==> src/sv/gdn_pkg.sv <==
package gdn_pkg;

    // Running day count: wide enough for every year the 14-bit input can name
    // plus the largest day offset of a 16-bit day field.
    localparam int TOTAL_W = 23;
    localparam int YEAR_W  = 14;
    localparam int MONTH_W = 4;
    localparam int DAY_W   = 16;
    localparam int NDAY_W  = 5;
    localparam int QUOT_W  = 8;
    localparam int RDIV_W  = 12;

    // floor(x / 25) == (x * RECIP25) >> RECIP25_SHIFT for every x below 4096.
    localparam logic [12:0] RECIP25       = 13'd5243;
    localparam int          RECIP25_SHIFT = 17;

    localparam logic [TOTAL_W-1:0] DAYS_400Y    = TOTAL_W'(146097);
    localparam logic [TOTAL_W-1:0] DAYS_100Y    = TOTAL_W'(36524);
    localparam logic [TOTAL_W-1:0] DAYS_4Y      = TOTAL_W'(1461);
    localparam logic [TOTAL_W-1:0] DAYS_YEAR    = TOTAL_W'(365);
    localparam logic [MONTH_W-1:0] MONTH_JAN    = 4'd1;
    localparam logic [MONTH_W-1:0] MONTH_FEB    = 4'd2;
    localparam logic [MONTH_W-1:0] MONTH_DEC    = 4'd12;

    typedef struct packed {
        logic [YEAR_W-1:0]  in_year;
        logic [MONTH_W-1:0] in_month;
        logic [DAY_W-1:0]   in_day;
    } in_word_t;

    typedef struct packed {
        logic [YEAR_W-1:0]  norm_year;
        logic [MONTH_W-1:0] norm_month;
        logic [NDAY_W-1:0]  norm_day;
    } out_word_t;

    typedef enum logic [3:0] {
        OP_NONE,
        OP_LOAD,
        OP_DIV100,
        OP_DIV400,
        OP_DIVY,
        OP_SUM1,
        OP_SUM2,
        OP_Y400,
        OP_Y100,
        OP_Y4,
        OP_Y1,
        OP_MON,
        OP_OUT
    } op_t;

    typedef enum logic [3:0] {
        ST_IDLE,
        ST_DIV100,
        ST_DIV400,
        ST_DIVY,
        ST_SUM1,
        ST_SUM2,
        ST_Y400,
        ST_Y100,
        ST_Y4,
        ST_Y1,
        ST_MON
    } state_t;

    typedef struct packed {
        op_t op;
    } cmd_t;

    typedef struct packed {
        logic take400;
        logic take100;
        logic take4;
        logic take1;
        logic take_mon;
    } status_t;

    // Days of a month in a common year.
    function automatic logic [NDAY_W-1:0] month_len(input logic [MONTH_W-1:0] m);
        logic [NDAY_W-1:0] r;
        case (m)
            4'd2:    r = 5'd28;
            4'd4:    r = 5'd30;
            4'd6:    r = 5'd30;
            4'd9:    r = 5'd30;
            4'd11:   r = 5'd30;
            default: r = 5'd31;
        endcase
        return r;
    endfunction

    // Days of a common year that lie before the first of month m.
    function automatic logic [8:0] days_before(input logic [MONTH_W-1:0] m);
        logic [8:0] r;
        case (m)
            4'd2:    r = 9'd31;
            4'd3:    r = 9'd59;
            4'd4:    r = 9'd90;
            4'd5:    r = 9'd120;
            4'd6:    r = 9'd151;
            4'd7:    r = 9'd181;
            4'd8:    r = 9'd212;
            4'd9:    r = 9'd243;
            4'd10:   r = 9'd273;
            4'd11:   r = 9'd304;
            4'd12:   r = 9'd334;
            default: r = 9'd0;
        endcase
        return r;
    endfunction

endpackage

==> src/sv/gdn_ctrl.sv <==
module gdn_ctrl
    import gdn_pkg::*;
(
    input  logic    clk,
    input  logic    rst_n,
    input  logic    in_valid,
    output logic    in_ready,
    output logic    out_valid,
    input  logic    out_ready,
    input  status_t status,
    output cmd_t    cmd
);

    state_t state_reg, state_next;
    logic   out_valid_reg, out_valid_next;

    always_ff @(posedge clk or negedge rst_n)
    begin
        if (!rst_n)
        begin
            state_reg     <= ST_IDLE;
            out_valid_reg <= 1'b0;
        end
        else
        begin
            state_reg     <= state_next;
            out_valid_reg <= out_valid_next;
        end
    end

    always_comb
    begin
        state_next     = state_reg;
        cmd.op         = OP_NONE;
        in_ready       = 1'b0;
        out_valid_next = out_valid_reg && !out_ready;
        case (state_reg)
            ST_IDLE:
            begin
                in_ready = 1'b1;
                if (in_valid)
                begin
                    cmd.op     = OP_LOAD;
                    state_next = ST_DIV100;
                end
            end
            ST_DIV100:
            begin
                cmd.op     = OP_DIV100;
                state_next = ST_DIV400;
            end
            ST_DIV400:
            begin
                cmd.op     = OP_DIV400;
                state_next = ST_DIVY;
            end
            ST_DIVY:
            begin
                cmd.op     = OP_DIVY;
                state_next = ST_SUM1;
            end
            ST_SUM1:
            begin
                cmd.op     = OP_SUM1;
                state_next = ST_SUM2;
            end
            ST_SUM2:
            begin
                cmd.op     = OP_SUM2;
                state_next = ST_Y400;
            end
            ST_Y400:
            begin
                if (status.take400)
                    cmd.op = OP_Y400;
                else
                    state_next = ST_Y100;
            end
            ST_Y100:
            begin
                if (status.take100)
                    cmd.op = OP_Y100;
                else
                    state_next = ST_Y4;
            end
            ST_Y4:
            begin
                if (status.take4)
                    cmd.op = OP_Y4;
                else
                    state_next = ST_Y1;
            end
            ST_Y1:
            begin
                if (status.take1)
                    cmd.op = OP_Y1;
                else
                    state_next = ST_MON;
            end
            ST_MON:
            begin
                if (status.take_mon)
                    cmd.op = OP_MON;
                else if (!out_valid_reg || out_ready)
                begin
                    cmd.op         = OP_OUT;
                    out_valid_next = 1'b1;
                    state_next     = ST_IDLE;
                end
            end
            default:
            begin
                state_next = ST_IDLE;
            end
        endcase
    end

    assign out_valid = out_valid_reg;

endmodule

==> src/sv/gdn_datapath.sv <==
module gdn_datapath
    import gdn_pkg::*;
#(
    parameter int unsigned MAX_YEAR      = 9999,
    parameter int unsigned MAX_INPUT_DAY = 65535
)
(
    input  logic      clk,
    input  in_word_t  in_word,
    input  cmd_t      cmd,
    output status_t   status,
    output out_word_t out_word
);

    logic [YEAR_W-1:0]  y_in_reg;
    logic [MONTH_W-1:0] m_in_reg;
    logic [DAY_W-1:0]   d_in_reg;
    logic [YEAR_W-1:0]  n_reg;
    logic [QUOT_W-1:0]  q100_reg, q400_reg, qy_reg;
    logic               leap_in_reg;
    logic [TOTAL_W-1:0] total_reg;
    logic [YEAR_W-1:0]  yr_reg;
    logic [6:0]         mod100_reg;
    logic [1:0]         cent_reg;
    logic [MONTH_W-1:0] mon_reg;
    out_word_t          out_reg;

    logic [YEAR_W-1:0]  y_clamp;
    logic [MONTH_W-1:0] m_clamp;
    logic [DAY_W-1:0]   d_clamp;

    logic [RDIV_W-1:0]  mul_a;
    logic [24:0]        mul_p;
    logic [QUOT_W-1:0]  quot;

    logic [RDIV_W-1:0]  qy25;
    logic               leap_in;
    logic [TOTAL_W-1:0] sum_in;
    logic               leap_y;
    logic [TOTAL_W-1:0] d100, d4, d1, dmon;

    assign y_clamp = ({2'b00, in_word.in_year} > MAX_YEAR[15:0])
                     ? MAX_YEAR[YEAR_W-1:0] : in_word.in_year;
    assign m_clamp = (in_word.in_month > MONTH_DEC) ? MONTH_DEC : in_word.in_month;
    assign d_clamp = ({4'b0000, in_word.in_day} > MAX_INPUT_DAY[19:0])
                     ? MAX_INPUT_DAY[DAY_W-1:0] : in_word.in_day;

    // One reciprocal multiplier does the three divisions by 25.
    always_comb
    begin
        case (cmd.op)
            OP_DIV100: mul_a = n_reg[YEAR_W-1:2];
            OP_DIV400: mul_a = {2'b00, n_reg[YEAR_W-1:4]};
            default:   mul_a = y_in_reg[YEAR_W-1:2];
        endcase
    end

    assign mul_p = 25'(mul_a) * 25'(RECIP25);
    assign quot  = mul_p[RECIP25_SHIFT +: QUOT_W];

    // Input year is a leap year when it is a multiple of four and either not a
    // century or a century whose count is a multiple of four.
    assign qy25    = RDIV_W'(qy_reg) * RDIV_W'(25);
    assign leap_in = (y_in_reg[1:0] == 2'b00)
                     && ((y_in_reg[YEAR_W-1:2] != qy25) || (qy_reg[1:0] == 2'b00));

    assign sum_in = total_reg
                  + TOTAL_W'(n_reg[YEAR_W-1:2])
                  + TOTAL_W'(q400_reg)
                  + TOTAL_W'(d_in_reg)
                  + TOTAL_W'(days_before(m_in_reg))
                  + TOTAL_W'(leap_in_reg && (m_in_reg > MONTH_FEB))
                  - TOTAL_W'(q100_reg);

    // Year being counted, tracked by its position within the century and
    // the century count modulo four.
    assign leap_y = (yr_reg[1:0] == 2'b00) && ((mod100_reg != 7'd0) || (cent_reg == 2'd0));

    assign d100 = (cent_reg == 2'd3) ? DAYS_100Y + TOTAL_W'(1) : DAYS_100Y;
    assign d4   = ((mod100_reg == 7'd97) && (cent_reg != 2'd3))
                  ? DAYS_4Y - TOTAL_W'(1) : DAYS_4Y;
    assign d1   = DAYS_YEAR + TOTAL_W'(leap_y);
    assign dmon = ((mon_reg == MONTH_FEB) && leap_y)
                  ? TOTAL_W'(29) : TOTAL_W'(month_len(mon_reg));

    assign status.take400  = total_reg > DAYS_400Y;
    assign status.take100  = total_reg > d100;
    assign status.take4    = total_reg > d4;
    assign status.take1    = total_reg > d1;
    assign status.take_mon = (mon_reg < MONTH_DEC) && (total_reg > dmon);

    always_ff @(posedge clk)
    begin
        case (cmd.op)
            OP_LOAD:
            begin
                y_in_reg <= y_clamp;
                m_in_reg <= m_clamp;
                d_in_reg <= d_clamp;
                n_reg    <= (y_clamp > YEAR_W'(1)) ? y_clamp - YEAR_W'(1) : '0;
            end
            OP_DIV100: q100_reg <= quot;
            OP_DIV400: q400_reg <= quot;
            OP_DIVY:   qy_reg   <= quot;
            OP_SUM1:
            begin
                total_reg   <= TOTAL_W'(n_reg) * DAYS_YEAR;
                leap_in_reg <= leap_in;
            end
            OP_SUM2:
            begin
                total_reg  <= (sum_in == '0) ? TOTAL_W'(1) : sum_in;
                yr_reg     <= YEAR_W'(1);
                mod100_reg <= 7'd1;
                cent_reg   <= 2'd0;
                mon_reg    <= MONTH_JAN;
            end
            OP_Y400:
            begin
                total_reg <= total_reg - DAYS_400Y;
                yr_reg    <= yr_reg + YEAR_W'(400);
            end
            OP_Y100:
            begin
                total_reg <= total_reg - d100;
                yr_reg    <= yr_reg + YEAR_W'(100);
                cent_reg  <= cent_reg + 2'd1;
            end
            OP_Y4:
            begin
                total_reg <= total_reg - d4;
                yr_reg    <= yr_reg + YEAR_W'(4);
                if (mod100_reg >= 7'd96)
                begin
                    mod100_reg <= mod100_reg - 7'd96;
                    cent_reg   <= cent_reg + 2'd1;
                end
                else
                begin
                    mod100_reg <= mod100_reg + 7'd4;
                end
            end
            OP_Y1:
            begin
                total_reg <= total_reg - d1;
                yr_reg    <= yr_reg + YEAR_W'(1);
                if (mod100_reg == 7'd99)
                begin
                    mod100_reg <= 7'd0;
                    cent_reg   <= cent_reg + 2'd1;
                end
                else
                begin
                    mod100_reg <= mod100_reg + 7'd1;
                end
            end
            OP_MON:
            begin
                total_reg <= total_reg - dmon;
                mon_reg   <= mon_reg + MONTH_W'(1);
            end
            OP_OUT:
            begin
                out_reg.norm_year  <= yr_reg;
                out_reg.norm_month <= mon_reg;
                out_reg.norm_day   <= total_reg[NDAY_W-1:0];
            end
            default:
            begin
            end
        endcase
    end

    assign out_word = out_reg;

endmodule

==> src/sv/gregorian_date_normalizer.sv <==
// Channel | Direction | Handshake               | Word
// --------+-----------+-------------------------+-------------------------------------
// in      | input     | in_valid / in_ready     | in_word  (in_year, in_month, in_day)
// out     | output    | out_valid / out_ready   | out_word (norm_year, norm_month,
//         |           |                         |           norm_day)
//
// The time from acceptance to out_valid is set by the subtract-and-compare loop of
// the datapath, which takes off one 400-, 100-, 4- or 1-year block or one month per
// cycle, and grows while the word before it is still stalled at the output.
// Reset is asynchronous and active low; it idles the controller and drops out_valid.
// A finished word waits in the output register, and a new input word is
// accepted meanwhile; a stall on the output holds the block only once its
// next result is ready to be written.
module gregorian_date_normalizer
    import gdn_pkg::*;
#(
    parameter int unsigned MAX_YEAR      = 9999,
    parameter int unsigned MAX_INPUT_DAY = 65535
)
(
    input  logic      clk,
    input  logic      rst_n,
    input  logic      in_valid,
    output logic      in_ready,
    input  in_word_t  in_word,
    output logic      out_valid,
    input  logic      out_ready,
    output out_word_t out_word
);

    // The controller steps through the setup phase (three divisions by 25 on
    // a shared reciprocal multiplier, then the summing states SUM1 and SUM2 that
    // form the day count from year 1), and then through the reduction phases, moving
    // on from each phase once the datapath reports that its block no longer
    // fits in the remaining count.
    cmd_t    cmd;
    status_t status;

    gdn_ctrl u_ctrl (
        .clk       (clk),
        .rst_n     (rst_n),
        .in_valid  (in_valid),
        .in_ready  (in_ready),
        .out_valid (out_valid),
        .out_ready (out_ready),
        .status    (status),
        .cmd       (cmd)
    );

    // The datapath holds the clamped input, the running day count, the year
    // counter with its leap tracking, and the output register.
    gdn_datapath #(
        .MAX_YEAR      (MAX_YEAR),
        .MAX_INPUT_DAY (MAX_INPUT_DAY)
    ) u_datapath (
        .clk      (clk),
        .in_word  (in_word),
        .cmd      (cmd),
        .status   (status),
        .out_word (out_word)
    );

endmodule

==> config.mk <==
export PLATFORM = sky130hd
export DESIGN_NAME = gregorian_date_normalizer
export DESIGN_NICKNAME = d
export VERILOG_FILES = /design/src/sv/gdn_pkg.sv /design/src/sv/gdn_ctrl.sv /design/src/sv/gdn_datapath.sv /design/src/sv/gregorian_date_normalizer.sv
export SDC_FILE = /design/constraint.sdc
export NUM_CORES = 1
export LEC_CHECK = 0
export ABC_AREA = 1
export BUFFER_PORTS_ARGS = -buffer_cell sky130_fd_sc_hd__buf_2
export CAP_MARGIN = 25
export CORE_UTILIZATION = 30
export CTS_CLUSTER_DIAMETER = 80
export DETAILED_ROUTE_END_ITERATION = 6
export PLACE_DENSITY = 0.43
export SLEW_MARGIN = 20
export SYNTH_ARGS = -nofsm -noshare
export SYNTH_HDL_FRONTEND = slang
export SYNTH_HIERARCHICAL = 1
export SYNTH_SLANG_ARGS = --single-unit
==> constraint.sdc <==
create_clock -name clk -period 10.82 [get_ports clk]
set_input_delay 2.705 -clock clk [delete_from_list [all_inputs] [get_ports clk]]
set_output_delay 2.705 -clock clk [all_outputs]
set_load 0.02 [all_outputs]
# == Word level (Yosys, flattened, before mapping) ==
# Memories as Yosys holds them, arrays and structs flattened. A register that Yosys moved wholly into a read port is not among the register bits.
# Index checks and enable logic that the tools add are counted.
# op_classes
multipliers,3
add_sub_neg,22
order_cmp,11
mux,38
n_eq_ne,41
reduce_logical,27
# op_table
operator,count
23-bit one-hot mux with 7 select lines,1
23-bit > comparator,4
23-bit subtractor,4
4-bit one-hot mux with 11 select lines,2
14-bit one-hot mux with 5 select lines,1
4-bit 2-to-1 mux,14
"4-bit by 3-bit equality test with 1-bit output, second input constant",10
"4-bit equality test, second input constant",10
"12-bit by 13-bit multiplier with 25-bit output, second input constant",1
12-bit one-hot mux with 2 select lines,1
23-bit by 1-bit adder with 23-bit output,1
23-bit by 12-bit adder with 23-bit output,1
23-bit by 16-bit adder with 23-bit output,1
23-bit by 8-bit adder with 23-bit output,1
23-bit by 9-bit adder with 23-bit output,1
"23-bit by 18-bit > comparator with 1-bit output, second input constant",1
23-bit logical NOT,1
"14-bit by 9-bit multiplier with 23-bit output, second input constant",1
23-bit 2-to-1 mux,1
"23-bit by 18-bit subtractor with 23-bit output, second input constant",1
23-bit by 8-bit subtractor with 23-bit output,1
7-bit one-hot mux with 3 select lines,1
"4-bit by 2-bit equality test with 1-bit output, second input constant",5
"14-bit by 1-bit adder with 14-bit output, second input constant",1
other kinds (44),76
# word_totals
ff_bits,151
input_bits,38
mem_count,1
elab_cells,161
mem_bits_ro,144
output_inout_bits,25
# mem_list
memory,depth,width,rd,rd_clocked_by_memory_dff,wr,line_no,source
(no name shown),16,9,1,1,0,gdn_pkg.sv:96,case (m)

# == Depth between registers and ports, before layout ==
# depth
ltp_word,12
depth_mapped,47
ltp_nobuf,47

# == Hierarchy ==
# The synthesis kept the hierarchy.
# by_module_without_submodules
module,area_per_inst_um2,seq_area_each_um2,n_inst,cells_per_inst
gdn_datapath,19939.1,4564.4,1,2642
gdn_ctrl,446.7,125.1,1,68

# == Least setup slack after synthesis ==
# No wires, ideal clock.
# synth_timing
path_kind,register -> register
startpoint,register u_datapath.mod100_reg[2]
endpoint,"register u_datapath.q100_reg[5], data pin"
setup_time_ns,0.269
synth_period_minus_slack_ns,9.003
stages_incl_launch_ff,40
setup_slack_ns,1.817
t_required_ns,10.551
n_path_buf,0
arrival_ns,8.733
cell_sequence,edfxtp_1 > inv_1 > ha_1 > nand2_1 > o41ai_1 > a21oi_1 > ha_1 > inv_1 > a21o_1 > nand3_1 > nand2_1 > nor2_1 > inv_2 > nor2_1 > inv_1 > a21oi_1 > a311oi_1 > nand3_2 > [4 not listed] > nor2_1 > inv_1 > o22ai_1 > fa_1 > fa_1 > inv_1 > fa_1 > inv_1 > fa_1 > fa_1 > inv_1 > ha_1 > nand2_1 > nor4_1 > nand3_1 > o211ai_1 > a21oi_1 > xor2_1
# synth_rtl
item,line_no,source
"start, declared",gdn_datapath.sv:23,logic [6:0] mod100_reg;
"start signal, assigned",gdn_datapath.sv:135,mod100_reg <= mod100_reg - 7'd96;
"start signal, assigned",gdn_datapath.sv:140,mod100_reg <= mod100_reg + 7'd4;
"start signal, assigned",gdn_datapath.sv:154,mod100_reg <= mod100_reg + 7'd1;
"end signal, assigned",gdn_datapath.sv:102,OP_DIV100: q100_reg <= quot;
"end, declared",gdn_datapath.sv:19,"logic [QUOT_W-1:0] q100_reg, q400_reg, qy_reg;"

==> results.toml <==
[hold_path]
min_delay_path_depth = 0
hold_path_end = "u_datapath/out_word[20]"
hp-class = "reg2reg"
holdCritStartpoint = "u_datapath/yr_reg[11]"

[sta]
final-hold-violation-count = 0
slew_violations = 0
rsz0062_at_grt = "no"
holdWs_ns = 0.446
finalSetupTns_ns = 0
layout_min_cycle_time_ns = 9.62
slew_headroom = 0.298
clock_skew_ns = 0.0189
period_share = 0.889
worst_slew_pin_slew_ns = 1.05
max_freq_mhz = 104
setup_violations = 0

[yosys]
syn_inst = 2710
synth_top_area_cell = "edfxtp_1"
synth_most_common_cell = "inv_1"
synth_area_leaders = "edfxtp_1, ha_1, fa_1"
synth_cell_type_count = 60
synth_ff_type = "edfxtp_1"
ys_warn_count = 6
synth.net_count = 3141
yosysTopAreaCellShare = 0.215
synth_edf_count = 146
ys_ff_latch = 160
yosysSeqAreaShare = 0.230
syn-mean-instance-area_um2 = 7.52
synthTopCellsByCount = "inv_1, nand2_1, ha_1, nor2_1, nand3_1"
synth-async-reset-ratio = 0.0313
synth_area_um2 = 20400

[grt]
antenna_found_initial = 2
overflow = 0
grt_usage = 0.196
grt_pass1_wl_um = 104000
grt_pass1_vias = 18000
grt_max_degree = 49

[setup_path]
worstReg2RegStart = "u_datapath/mod100_reg[2]"
worstPathMaxFanout = 9
r2r_setup_slack_ns = 1.20
worst_r2r_endpoint = "u_datapath/q100_reg[5]"
cp.required_ns = 11.10
cp-end-kind = "register"
start_kind = "register"
cp.arrival_ns = 9.90
cpMostUsedCell = "inv_1"
max_stage_delay_ns = 0.76
slowest_stage = "a221oi_1"
r2r.worst_path.cells = 42
critPathKind = "reg2reg"

[route]
vias_per_cell = 4.91
drt_pre_antenna_iters = 6
ant_nets = 0
routedWlPerCell_um = 18.3
routed_wl_um = 66800
drt_iter0_drc = 1124
vias = 17900
route.detailed.drc = 0

[cts]
post_cts_buffers = 0
clock-sinks = 160
ctsResizeCount = 0
clk_pin_slew_worst_paths_ns = 0.08
clock_latency_ns = 0.49
root_buffer = "clkbuf_16"
cts-htree-levels = 4
cts_tree = "done"
cts_hold_buf = 0
cts_buffers = 17
clockBufferDepth = 2

[placed_design]
dpl.hpwl_um = 55400
dpl.cell_count = 3621
gp_congestion = 0.913
portBuffers = 62
postPlaceCellArea_um2 = 21700

[job]
max_cap_viol_count = 0

[final_layout]
post-route-cell-area_um2 = 22400
antenna_cells = 0
layoutNonFillerInstCount = 3653
syn_to_final_growth_pct = 9.73
finalNetCount = 3198
layout-drive-gt1-share = 0.0709

[die]
dieHeight_um = 263
ios = 63
die_w_um = 263
die_area_um2 = 69000
rows = 95
start_util = 0.304
core_area_um2 = 67200

[status]
status = "complete, no violations"
-- worst max path at each step --
stage                                        start                     end  slack [ns]  cells after the start
after global placement    u_datapath/mod100_reg[2]  u_datapath/q100_reg[2]        1.40                     42
final                     u_datapath/mod100_reg[2]  u_datapath/q100_reg[5]        1.20                     42
after global routing      u_datapath/mod100_reg[2]  u_datapath/q400_reg[2]        0.51                     42
after CTS                 u_datapath/mod100_reg[2]  u_datapath/q100_reg[5]        1.19                     42
after floorplan           u_datapath/mod100_reg[2]  u_datapath/q100_reg[5]        1.82                     39
after detailed placement  u_datapath/mod100_reg[2]  u_datapath/q100_reg[5]        1.25                     42
-- routing by layer --
metal	track usage	vias up	share of wire
li1	-	8921	-
met1	0.245	8516	0.44
met2	0.344	422	0.50
met3	0.0243	84	0.040
met4	0.0706	2	0.027
met5	0	-	0.00016
-- metrics by stage --
| stage | worst slack, ns | utilization |
|---|---|---|
| 6_report | 1.20 | 0.333 |
| 5_1_grt | 0.509 | 0.333 |
| 4_1_cts | 1.19 | 0.333 |
| 3_5_place_dp | 1.25 | 0.324 |
| 3_3_place_gp | 1.40 | 0.324 |
| 2_1_floorplan | 1.82 | - |
-- cells in the final DEF (no fill, tap or decap), drive strengths merged, types with 3 or more instances in the layout --
cell type and instances:
dfrtp 5, nand3 166, a211oi 7, a21o 6, ha 259, nor3 36
buf 81, a221oi 6, edfxtp 146, a21oi 148, nor3b 3, nand2 515
o311ai 5, o2111ai 8, fa 134, clkbuf 17, nor2 255, o21bai 9
dfxtp 9, nand4 27, clkinv 10, a21boi 6, xnor2 16, nand3b 14
o211ai 14, a31oi 13, nor4 7, o21ai 174, bufinv 3, o22ai 23
inv 591, xor2 37, o31ai 4, or2 10
-- kinds of logic after synthesis --
logic type      after synthesis  synth area share
compound gates              433             0.121
xor+xnor                     53            0.0228
fa+ha+maj                   393             0.291
buf+inv                     634             0.119
flops                       160             0.230
simple gates               1037             0.217
-- critical path, delay by kind of cell (launching register included) --
kind            cells  cell delay (ns)
compound gates      9             2.51
fa+ha+maj           8             3.14
buf+inv            11             1.24
flops               1             0.45
simple gates       13             1.80
xor+xnor            1             0.27
-- area by class of cell --
class,count,area (um^2)
repair buffers,81,453
inverters,591,2220
clock inverters,15,195
well taps,873,1090
multi-input cells,1916,13300
fillers,7131,44800
flip-flops and latches,160,4690
clock buffers,17,425
Power is left out: the tool's default activity adds up to more than one toggle a clock period on the data nets, which glitch-free logic cannot reach.
